[src/ipa_pkg.sv]
// ipa_pkg: shared constants, types and the hex digit decoder for the IPv6 text parser
// no dependencies; used by ipa_scan, ipa_assemble and ipv6_text_address_parser
`timescale 1ns / 1ps

package ipa_pkg;

  localparam int Groups     = 8;
  localparam int GroupWidth = 16;
  localparam int CountWidth = 4;
  localparam int CharWidth  = 8;
  localparam int HalfWidth  = 64;

  localparam logic [CharWidth-1:0] CharColon = 8'h3A;

  typedef logic [Groups-1:0][GroupWidth-1:0] group_vec_t;

  typedef struct packed {
    logic       ok;
    logic [3:0] val;
  } hex_t;

  // parse state after the final character, handed to the assembler
  typedef struct packed {
    logic                  err;
    logic [CountWidth-1:0] count;
    logic [CountWidth-1:0] gap_pos;
    group_vec_t            head;
    group_vec_t            tail;
  } fin_t;

  function automatic hex_t hex_decode(input logic [CharWidth-1:0] c);
    hex_t h;
    h.ok  = 1'b1;
    h.val = 4'd0;
    if (c >= 8'h30 && c <= 8'h39) begin
      h.val = 4'(c - 8'h30);
    end else if (c >= 8'h61 && c <= 8'h66) begin
      h.val = 4'(c - 8'h57);
    end else if (c >= 8'h41 && c <= 8'h46) begin
      h.val = 4'(c - 8'h37);
    end else begin
      h.ok = 1'b0;
    end
    return h;
  endfunction

endpackage

[src/ipa_scan.sv]
// ipa_scan: per-character parse state and the group registers
// depends on ipa_pkg; feeds the final parse state to ipa_assemble
`timescale 1ns / 1ps

module ipa_scan (
  input  logic                             clk,
  input  logic                             rst,
  input  logic                             step,
  input  logic [ipa_pkg::CharWidth-1:0]    char_code,
  input  logic                             last_char,
  output ipa_pkg::fin_t                    fin
);

  // groups before the gap sit at their index, groups after it shift in from the bottom
  ipa_pkg::group_vec_t                   head;
  ipa_pkg::group_vec_t                   tail;
  logic [ipa_pkg::CountWidth-1:0]        count;
  logic [ipa_pkg::GroupWidth-1:0]        accum;
  logic                                  digit_seen;
  logic [ipa_pkg::CountWidth-1:0]        gap_pos;
  logic                                  gap_seen;
  logic                                  prev_colon;
  logic                                  err_latched;

  ipa_pkg::group_vec_t                   head_next;
  ipa_pkg::group_vec_t                   tail_next;
  logic [ipa_pkg::CountWidth-1:0]        count_next;
  logic [ipa_pkg::GroupWidth-1:0]        accum_next;
  logic                                  digit_seen_next;
  logic [ipa_pkg::CountWidth-1:0]        gap_pos_next;
  logic                                  gap_seen_next;
  logic                                  prev_colon_next;
  logic                                  err_next;
  ipa_pkg::hex_t                         hx;
  logic [ipa_pkg::CountWidth-1:0]        fin_count;
  logic                                  fin_err;

  always_comb begin
    head_next       = head;
    tail_next       = tail;
    count_next      = count;
    accum_next      = accum;
    digit_seen_next = digit_seen;
    gap_pos_next    = gap_pos;
    gap_seen_next   = gap_seen;
    prev_colon_next = prev_colon;
    err_next        = err_latched;
    hx              = ipa_pkg::hex_decode(char_code);
    if (!err_latched) begin
      if (char_code == ipa_pkg::CharColon) begin
        if (digit_seen) begin
          if (count >= 4'(ipa_pkg::Groups - 1)) begin
            err_next = 1'b1;
          end else begin
            if (gap_seen) begin
              tail_next = {tail[ipa_pkg::Groups-2:0], accum};
            end else begin
              head_next[count[2:0]] = accum;
            end
            count_next      = count + 4'd1;
            accum_next      = '0;
            digit_seen_next = 1'b0;
            prev_colon_next = 1'b1;
          end
        end else if (prev_colon) begin
          if (gap_seen) begin
            err_next = 1'b1;
          end else begin
            gap_seen_next = 1'b1;
            gap_pos_next  = count;
          end
        end else begin
          prev_colon_next = 1'b1;
        end
      end else if (!hx.ok) begin
        err_next = 1'b1;
      end else if (prev_colon && count == '0 && !gap_seen) begin
        // single leading colon followed by a digit
        err_next = 1'b1;
      end else if (digit_seen) begin
        if (accum[15:12] != 4'd0) begin
          err_next = 1'b1;
        end else begin
          accum_next      = {accum[11:0], hx.val};
          prev_colon_next = 1'b0;
        end
      end else begin
        accum_next      = {12'd0, hx.val};
        digit_seen_next = 1'b1;
        prev_colon_next = 1'b0;
      end
    end
  end

  // end of string: close the open group and check the group count
  always_comb begin
    fin.head  = head_next;
    fin.tail  = tail_next;
    fin_count = count_next;
    fin_err   = err_next;
    if (!err_next) begin
      if (digit_seen_next) begin
        if (count_next >= 4'(ipa_pkg::Groups)) begin
          fin_err = 1'b1;
        end else begin
          if (gap_seen_next) begin
            fin.tail = {tail_next[ipa_pkg::Groups-2:0], accum_next};
          end else begin
            fin.head[count_next[2:0]] = accum_next;
          end
          fin_count = count_next + 4'd1;
        end
      end else if (!(prev_colon_next && gap_seen_next && gap_pos_next == count_next)) begin
        fin_err = 1'b1;
      end
    end
    if (!fin_err) begin
      if (gap_seen_next) begin
        if (fin_count > 4'(ipa_pkg::Groups - 1)) fin_err = 1'b1;
      end else if (fin_count != 4'(ipa_pkg::Groups)) begin
        fin_err = 1'b1;
      end
    end
    fin.err     = fin_err;
    fin.count   = fin_count;
    fin.gap_pos = gap_seen_next ? gap_pos_next : fin_count;
  end

  always_ff @(posedge clk) begin
    if (rst) begin
      count       <= '0;
      accum       <= '0;
      digit_seen  <= 1'b0;
      gap_pos     <= '0;
      gap_seen    <= 1'b0;
      prev_colon  <= 1'b0;
      err_latched <= 1'b0;
    end else if (step) begin
      if (last_char) begin
        count       <= '0;
        accum       <= '0;
        digit_seen  <= 1'b0;
        gap_pos     <= '0;
        gap_seen    <= 1'b0;
        prev_colon  <= 1'b0;
        err_latched <= 1'b0;
      end else begin
        count       <= count_next;
        accum       <= accum_next;
        digit_seen  <= digit_seen_next;
        gap_pos     <= gap_pos_next;
        gap_seen    <= gap_seen_next;
        prev_colon  <= prev_colon_next;
        err_latched <= err_next;
      end
    end
  end

  always_ff @(posedge clk) begin
    if (step && !last_char) begin
      head <= head_next;
      tail <= tail_next;
    end
  end

endmodule

[src/ipa_assemble.sv]
// ipa_assemble: expands the parsed groups around the gap into the 128-bit address
// depends on ipa_pkg; driven by ipa_scan
`timescale 1ns / 1ps

module ipa_assemble (
  input  ipa_pkg::fin_t                    fin,
  output logic [ipa_pkg::HalfWidth-1:0]    addr_high,
  output logic [ipa_pkg::HalfWidth-1:0]    addr_low,
  output logic                             parse_error
);

  ipa_pkg::group_vec_t              g;
  logic [ipa_pkg::CountWidth-1:0]   tail_count;

  assign tail_count = fin.count - fin.gap_pos;

  always_comb begin
    for (int i = 0; i < ipa_pkg::Groups; i++) begin
      g[ipa_pkg::Groups-1-i] = '0;
      if (4'(i) < fin.gap_pos) begin
        g[ipa_pkg::Groups-1-i] = fin.head[i];
      end else if (4'(ipa_pkg::Groups - 1 - i) < tail_count) begin
        // tail entry zero is the last group of the address
        g[ipa_pkg::Groups-1-i] = fin.tail[ipa_pkg::Groups-1-i];
      end
    end
  end

  // g is packed with group 0 in the top slice
  assign addr_high   = fin.err ? '0 : g[7:4];
  assign addr_low    = fin.err ? '0 : g[3:0];
  assign parse_error = fin.err;

endmodule

[src/ipv6_text_address_parser.sv]
// ipv6_text_address_parser: top level, input register, parse logic and result register
// depends on ipa_pkg, ipa_scan and ipa_assemble
`timescale 1ns / 1ps

// Usage
//   request channel: char_valid/char_ready carry one ASCII character of an IPv6
//   address per request in char_code, with last_char high on the final one.
//   result channel: addr_valid/addr_ready carry one result per string: the
//   address as addr_high (groups 0 to 3) and addr_low (groups 4 to 7), and
//   parse_error, which forces both halves to zero.
//   Order: a final character is first captured in the input register, then its
//   result is registered in the result register, which raises addr_valid.
//   Throughput: one character per cycle, but a final character holds while a
//   result waits on addr_ready.
//   Stall: while a result waits on addr_ready, characters that are not final
//   still flow; a final character holds in the input register until the
//   result register is free.
//   Reset: rst is synchronous; it empties both registers and returns the
//   parser to the start of a string.
//   After every final character the parser starts a fresh string.

module ipv6_text_address_parser (
  input  logic                             clk,
  input  logic                             rst,
  input  logic                             char_valid,
  output logic                             char_ready,
  input  logic [ipa_pkg::CharWidth-1:0]    char_code,
  input  logic                             last_char,
  output logic                             addr_valid,
  input  logic                             addr_ready,
  output logic [ipa_pkg::HalfWidth-1:0]    addr_high,
  output logic [ipa_pkg::HalfWidth-1:0]    addr_low,
  output logic                             parse_error
);

  logic                             s1_valid;
  logic [ipa_pkg::CharWidth-1:0]    s1_char;
  logic                             s1_last;
  logic                             adv;
  ipa_pkg::fin_t                    fin;
  logic [ipa_pkg::HalfWidth-1:0]    res_high;
  logic [ipa_pkg::HalfWidth-1:0]    res_low;
  logic                             res_err;

  assign adv        = s1_valid && (!s1_last || !addr_valid || addr_ready);
  assign char_ready = !s1_valid || adv;

  always_ff @(posedge clk) begin
    if (rst) begin
      s1_valid <= 1'b0;
    end else if (char_valid && char_ready) begin
      s1_valid <= 1'b1;
    end else if (adv) begin
      s1_valid <= 1'b0;
    end
  end

  always_ff @(posedge clk) begin
    if (char_valid && char_ready) begin
      s1_char <= char_code;
      s1_last <= last_char;
    end
  end

  ipa_scan u_scan (
    .clk       (clk),
    .rst       (rst),
    .step      (adv),
    .char_code (s1_char),
    .last_char (s1_last),
    .fin       (fin)
  );

  ipa_assemble u_assemble (
    .fin         (fin),
    .addr_high   (res_high),
    .addr_low    (res_low),
    .parse_error (res_err)
  );

  always_ff @(posedge clk) begin
    if (rst) begin
      addr_valid <= 1'b0;
    end else if (adv && s1_last) begin
      addr_valid <= 1'b1;
    end else if (addr_ready) begin
      addr_valid <= 1'b0;
    end
  end

  always_ff @(posedge clk) begin
    if (adv && s1_last) begin
      addr_high   <= res_high;
      addr_low    <= res_low;
      parse_error <= res_err;
    end
  end

endmodule

[config.mk]
export PLATFORM = sky130hd
export DESIGN_NAME = ipv6_text_address_parser
export DESIGN_NICKNAME = d
export VERILOG_FILES = /design/src/ipa_pkg.sv /design/src/ipa_scan.sv /design/src/ipa_assemble.sv /design/src/ipv6_text_address_parser.sv
export SDC_FILE = /design/constraint.sdc
export NUM_CORES = 1
export LEC_CHECK = 0
export BUFFER_PORTS_ARGS = -buffer_cell sky130_fd_sc_hd__buf_2
export CORE_ASPECT_RATIO = 0.6
export CORE_MARGIN = 2
export CORE_UTILIZATION = 30
export DETAILED_ROUTE_END_ITERATION = 10
export SYNTH_ARGS = -nofsm -noshare
export SYNTH_HDL_FRONTEND = slang
export SYNTH_SLANG_ARGS = --single-unit
[constraint.sdc]
create_clock -name clk -period 8.43 [get_ports clk]
set_clock_uncertainty 0.05 [all_clocks]
set_input_delay 1.686 -clock clk [delete_from_list [all_inputs] [get_ports clk]]
set_output_delay 1.686 -clock clk [all_outputs]
set_load 0.02 [all_outputs]
==> results.toml, run 1 <==
[outcome]
status = "finished, final reports clean"

[global_route]
grt_overflow = 0
grt_antenna_before_repair = 3
use_met3_pct = 6.72
grt_busiest_layer = "met1"
grt_pass1_wl_um = 109000
met2_usage_pct = 27.2
track_usage_pct = 20.0
use_met1_pct = 30.6
grt_max_degree = 163
grt_pass1_vias = 15300

[power_and_ir_drop]
leakagePower_nw = 8.45
internal_power_mw = 3.45
clkPwrFrac_pct = 42.3
pwr-share-comb_pct = 5.0
pwr-share-seq_pct = 52.6
vdd_drop_max_mv = 0.127
power_switching_mw = 1.06
p_per_area_nw_per_um2 = 182
power_switching_share_pct = 23.5
p_total_mw = 4.52

[synthesis]
netlist_area_um2 = 21800
ys_warn_count = 0
dominantRegCellSynth = "edfxtp_1"
syn_area_per_cell_um2 = 11.7
synth-edff-count = 394
synthArstFlopShare_pct = 0
ys_seq_area_share_pct = 57.1
synth_fp_nets = 1888
ys_ff_latch = 424
yosysUniqueCellTypes = 77
netlist_instances = 1865

[clock_network]
clk_pin_slew_ns = 0.07
cts_hold_buffers = 0
cts_tree = "built"
cts.sinks = 424
clock_latency_ns = 0.58
numCtsBuffers = 43
cts_setup_buffers = 0
cts_resized = 0
clockBufferDepth = 3
h-tree-depth = 2
cts_root_buf = "clkbuf_16"

[min_path]
min_delay_path_depth = 1
min_to = "u_scan.head[113]"
hold_start = "u_scan.head[113]"
worstHoldPathType = "flop to flop"

[setup_path]
worstSetupStartpointType = "flop"
rrSetupSlack_ns = 2.64
crit_required_ns = 8.64
critPathKind = "flop to flop"
cp_cell_sequence = "inv_1 > ha_1 > and3b_1 > nand4_4 > mux2_2 > ha_1 > and3_1 > mux2i_1 > nand2_1 > ha_1 > a41o_1 > a31o_2 > nor3_1 > nor2_1 > buf_4 > o2111ai_1 > o22ai_1"
cp_max_fo = 21
cp.arrival_ns = 5.99
rr_worst_depth = 17
max_stage_delay_ns = 1.07
worstReg2RegEnd = "addr_high[24]"
rr_startpoint = "s1_char[0]"
cp_slowest_cell = "o2111ai_1"
critPathMostFrequentCell = "ha_1"
endpoint_kind = "flop"
path_buf_inv = 2
cp_top_family = "compound AO/OA/AOI/OAI gates"

[sta]
finalCritPeriodShare_pct = 68.6
max_freq_ghz = 0.173
rsz0062_at_grt = "false"
tns_ns = 0
fin_crit_ns = 5.79
maxSlewHeadroom_pct = 13.4
finalHoldViolations = 0
tightest_slew_ns = 1.30
setup_violations = 0
timing.final.max_slew_violations = 0

[finish]
final_cells = 2948
nFillCells = 7102
diodes = 0
syn_to_final_growth_pct = 14.2
fin_nets = 1964
drive_gt1_share_pct = 26.3

[route]
firstDrtPassIters = 6
antenna_left = 0
wirelength_um = 76600
route.detailed.drc = 0
vias = 16500
wl_per_cell_um = 26.0
first_iter_violations = 2416
via_per_inst = 5.59

[die]
ioPinCount = 144
die_y_um = 213
rows = 76
start_util_pct = 30.3
die_w_um = 352
core_region_area_um2 = 71800
die-area_um2 = 74800

[place]
dp_hpwl_um = 52300
gp_congestion = 0.885
dp_cells = 2871
io_buffers = 143

[run]
cap_violations = 0
-- area by class of cell --
cell class              instances  area (um2)  area share (%)
flip-flops and latches        424       12400            50.0
multi-input cells            1250        8730            35.1
well taps                     975        1220            4.90
clock buffers                  52        1130            4.54
repair buffers                174         973            3.91
clock inverters                25         206           0.830
inverters                      48         188           0.754
-- sequential cells by signal (all words and copies together), names as in the netlist --
register	flops
addr_high	64
addr_low	64
addr_valid	1
parse_error	1
s1_char	8
s1_last	1
s1_valid	1
u_scan.accum	16
u_scan.count	4
u_scan.digit_seen	1
u_scan.err_latched	1
u_scan.gap_pos	4
u_scan.gap_seen	1
u_scan.head	128
u_scan.prev_colon	1
u_scan.tail	128
-- per-stage QoR --
| step | cell area (um2) | worst slack, ns | utilization [%] | hold WS, ns |
|---|---|---|---|---|
| after CTS | 24900 | 2.72 | 34.7 | 0.516 |
| final | 24900 | 2.64 | 34.7 | 0.520 |
| after detailed placement | 23500 | 2.72 | 32.8 | 0.501 |
| after global placement | 23500 | 2.87 | 32.8 | 0.499 |
| after floorplan | 21800 | 2.81 | - | 0.476 |
| after global routing | 24900 | 2.32 | 34.7 | 0.528 |
-- Yosys cell counts (3+ instances only) --
cell | count | area (um2)
o22ai_1 | 28 | 175
a31o_2 | 4 | 35.0
nor3_1 | 13 | 65.1
dfxtp_1 | 30 | 601
mux2_2 | 235 | 2650
a22o_1 | 9 | 78.8
nor2_1 | 141 | 529
mux2i_1 | 60 | 601
ha_1 | 10 | 125
or3_1 | 7 | 43.8
o41ai_1 | 13 | 114
o21a_1 | 7 | 52.6
a21o_1 | 11 | 82.6
and2_1 | 6 | 37.5
a31oi_1 | 8 | 50.1
nand3_1 | 25 | 125
a22oi_1 | 30 | 225
and3_1 | 7 | 43.8
clkbuf_1 | 108 | 405
nor4_1 | 8 | 50.1
o21ai_1 | 8 | 40.0
inv_2 | 3 | 11.3
inv_1 | 44 | 165
o211ai_1 | 62 | 465
o2bb2ai_1 | 23 | 201
a32o_1 | 6 | 60.1
buf_2 | 22 | 110
xnor2_1 | 8 | 70.1
o21ai_0 | 81 | 405
buf_1 | 10 | 37.5
a21oi_1 | 117 | 586
o211a_1 | 3 | 30.0
nand2b_1 | 14 | 87.6
or2_2 | 3 | 18.8
o2111ai_1 | 17 | 149
nand2_1 | 229 | 860
edfxtp_1 | 394 | 11800
nand4_1 | 6 | 37.5
a211oi_1 | 4 | 30.0
nor2b_1 | 5 | 31.3
-- metal layers --
metal  wire (um)  part of all wire [%]  vias up
met5           0                     0        -
met4        1030                   1.3        0
met3        9640                    13       75
met2       30600                    40      885
met1       35300                    46     8341
li1            -                     -     7178
-- kinds of logic after synthesis --
family / count (synthesis) / share of synthesized area (%)
compound gates: 454 / 13.9
buf+inv: 191 / 3.48
xor+xnor: 10 / 0.437
mux: 295 / 14.9
simple gates: 481 / 9.64
flops: 424 / 57.1
fa+ha+maj: 10 / 0.574
-- power groups by stage --
stage,clock network (mW),logic [mW],registers [mW]
floorplan,0,0.118,2.43
CTS,1.93,0.224,2.38
global placement,0,0.220,2.42
finish,1.91,0.227,2.38
global route,2.01,0.241,2.38
detailed placement,0,0.223,2.42
-- cells in the final DEF (no fill, tap or decap), drive strengths merged, types with 10 or more instances in the layout --
cell type	count
nor3	14
a21o	11
ha	10
nand2	229
nand2b	14
o2bb2ai	23
edfxtp	394
o41ai	13
a21oi	120
a22oi	30
o21ai	89
o211ai	62
o22ai	28
nor2	142
mux2i	60
clkbuf	52
mux2	235
buf	174
inv	51
dfxtp	30
clkinv	19
o2111ai	17
nand3	25
-- worst max-delay path by stage --
stage	slack, ns	from	depth (start not counted)	to
CTS	2.72	s1_char[0]	17	addr_high[24]
detailed placement	2.72	s1_char[0]	17	addr_high[24]
finish	2.64	s1_char[0]	17	addr_high[24]
floorplan	2.81	addr_ready	5	u_scan.gap_seen
global route	2.32	s1_char[0]	17	addr_high[44]
global placement	2.87	s1_char[0]	17	addr_high[29]
Note: power is estimated with default switching activity, not from simulation.
==> inputs of run 2 (changes only) <==
Clock period 8.43 ns to 4.8 ns, I/O delays scaled along.
==> run 2 against run 1 <==
Global-route usage grew 0.96 points. Combinational power grew 85%. Setup slack lost 2.4 ns. Final cell count grew 1.7%. Maximum frequency grew 27%. Critical endpoint is now addr_low[53]. Non-clock buffer count grew 50. Count of clock-buffer cells in the layout grew 7. First-iteration DRC count shrank 10%. Sequential share of layout area shrank 0.84 points. Design area grew 1.7%. Sequential power grew 75%.
==> results.toml, run 2 (synthesized netlist as in run 1, its figures left out) <==
[setup_path]
crit_required_ns = 5.18
endpoint_kind = "flop"
worstReg2RegEnd = "addr_low[53]"
critPathKind = "flop to flop"
max_stage_delay_ns = 0.47
cp_max_fo = 9
critPathMostFrequentCell = "ha_1"
worstSetupStartpointType = "flop"
rr_startpoint = "s1_char[1]"
cp.arrival_ns = 4.95
cp_slowest_cell = "or4_1"
cp_cell_sequence = "ha_1 > and3b_2 > nand4_4 > mux2_2 > ha_1 > or3_1 > and3_1 > o21ai_0 > ha_1 > a31oi_1 > xnor2_1 > o21ba_1 > buf_4 > or4_1 > o21ai_1"
rrSetupSlack_ns = 0.23
cp-endpoint = "addr_low[53]"
startpoint = "s1_char[1]"
rr_worst_depth = 15

[finish]
nFillCells = 7090
ff_latch_area_um2 = 12400
layout_common_cells = "edfxtp_1, mux2_2, nand2_1, buf_2, nor2_1"
drive_gt1_share_pct = 28.0
multiInputGateArea_um2 = 8720
top_regs = "u_scan.head (128), u_scan.tail (128)"
final_cells = 2998
final_common_cell = "edfxtp_1"
fin_nets = 2013
syn_to_final_growth_pct = 16.2
fin_area_um2 = 25300

[sta]
setup_violations = 0
finalCritPeriodShare_pct = 95.2
finalHoldViolations = 0
rsz0062_at_grt = "false"
fin_crit_ns = 4.57
tightest_slew_ns = 1.13
max_freq_ghz = 0.219
timing.final.max_slew_violations = 0
fin_ws_ns = 0.230
tns_ns = 0
whs_ns = 0.514
maxSlewHeadroom_pct = 24.4

[place]
io_buffers = 143
dp_slack_ns = 0.105
placed_area_um2 = 24000
dp_cells = 2921
gp_congestion = 0.905
dp_hpwl_um = 55300

[power_and_ir_drop]
pwr-share-comb_pct = 5.3
vdd_drop_max_mv = 0.218
power_switching_share_pct = 23.7
leakagePower_nw = 8.67
p_per_area_nw_per_um2 = 314
power_switching_mw = 1.88
pwr-share-seq_pct = 52.6
internal_power_mw = 6.06
clkPwrFrac_pct = 42.1

[route]
antenna_left = 0
firstDrtPassIters = 6
via_per_inst = 5.57
first_iter_violations = 2164
vias = 16700
wl_per_cell_um = 26.5
route.detailed.drc = 0
wirelength_um = 79500

[clock_network]
cts_setup_buffers = 0
h-tree-depth = 2
cts_tree = "built"
clock_latency_ns = 0.58
clk_pin_slew_ns = 0.07
cts_root_buf = "clkbuf_16"
clockBufferDepth = 3
cts.sinks = 424
numCtsBuffers = 42

[min_path]
worstHoldPathType = "flop to flop"
min_delay_path_depth = 1

[global_route]
grt_pass1_wl_um = 114000
grt_max_degree = 98
grt_pass1_vias = 15900
track_usage_pct = 21.0
grt_overflow = 0
grt_antenna_before_repair = 7

[die]
die-area_um2 = 74800
die_w_um = 352
start_util_pct = 30.3
ioPinCount = 144
die_y_um = 213
rows = 76
core_region_area_um2 = 71800

[run]
cap_violations = 0

[outcome]
status = "finished, final reports clean"
run 2: cell count changes in the layout (fill, tap and decap cells not counted), moves of 5 or more:
| cell | delta |
|---|---|
| buf_12 | +5 |
| clkinv_2 | -6 |
| buf_4 | +45 |
| clkbuf_1 | +5 |
run 2: cell type report:
cell class	count	share of cell area (%)
sequential	424	49.1
clock inverter	16	0.583
inverter	48	0.742
tap	975	4.82
antenna	2	0.0198
clock buffer	59	4.65
timing repair buffer	224	5.58
multi-input combinational	1250	34.5
run 2: critical path: cells and delay by family, from the launching register on:
kind,cells,cell delay [ns]
xor gates and xnor gates,1,0.38
and+or+nand+nor,5,1.58
AOI/OAI and AO/OA,4,0.61
adders and majority gates,3,0.74
muxes,1,0.38
DFF,1,0.46
buffers and inverters,1,0.23
run 2: routing by layer:
metal	vias to the layer above	part of all wire (%)	GRT usage [%]
li1	7279	-	-
met1	8453	46	32.0
met2	892	40	29.0
met3	69	13	6.90
met4	4	1.2	3.14
met5	-	0.033	0
run 2: how the worst min path moves through the flow:
stage                                   end  slack [ns]               from
after global placement      u_scan.head[43]        0.50    u_scan.head[43]
after CTS                           s1_last        0.50          last_char
final                      u_scan.head[120]        0.51   u_scan.head[120]
after global routing             s1_char[6]        0.51       char_code[6]
after detailed placement    u_scan.head[53]        0.50    u_scan.head[53]
after floorplan           u_scan.prev_colon        0.48  u_scan.prev_colon
run 2: power by group through the flow:
stage	registers [mW]	logic, mW	clock network [mW]
finish	4.17	0.420	3.34
global route	4.18	0.448	3.54
CTS	4.17	0.413	3.38
detailed placement	4.25	0.412	0
global placement	4.25	0.409	0
floorplan	4.27	0.207	0
run 2: per-stage QoR:
step                utilization [%]  total power, mW
finish                         35.2             7.94
global route                   35.2             8.17
CTS                            35.2             7.97
detailed placement             33.4             4.67
global placement               33.4             4.66
floorplan                         -             4.47
run 2: what timing repair did:
item | CTS | global route
hold endpoints to repair | 0 | 0
hold buffers | 0 | 0
gates resized for setup | 0 | 5
endpoints found under the setup margin | 0 | 58
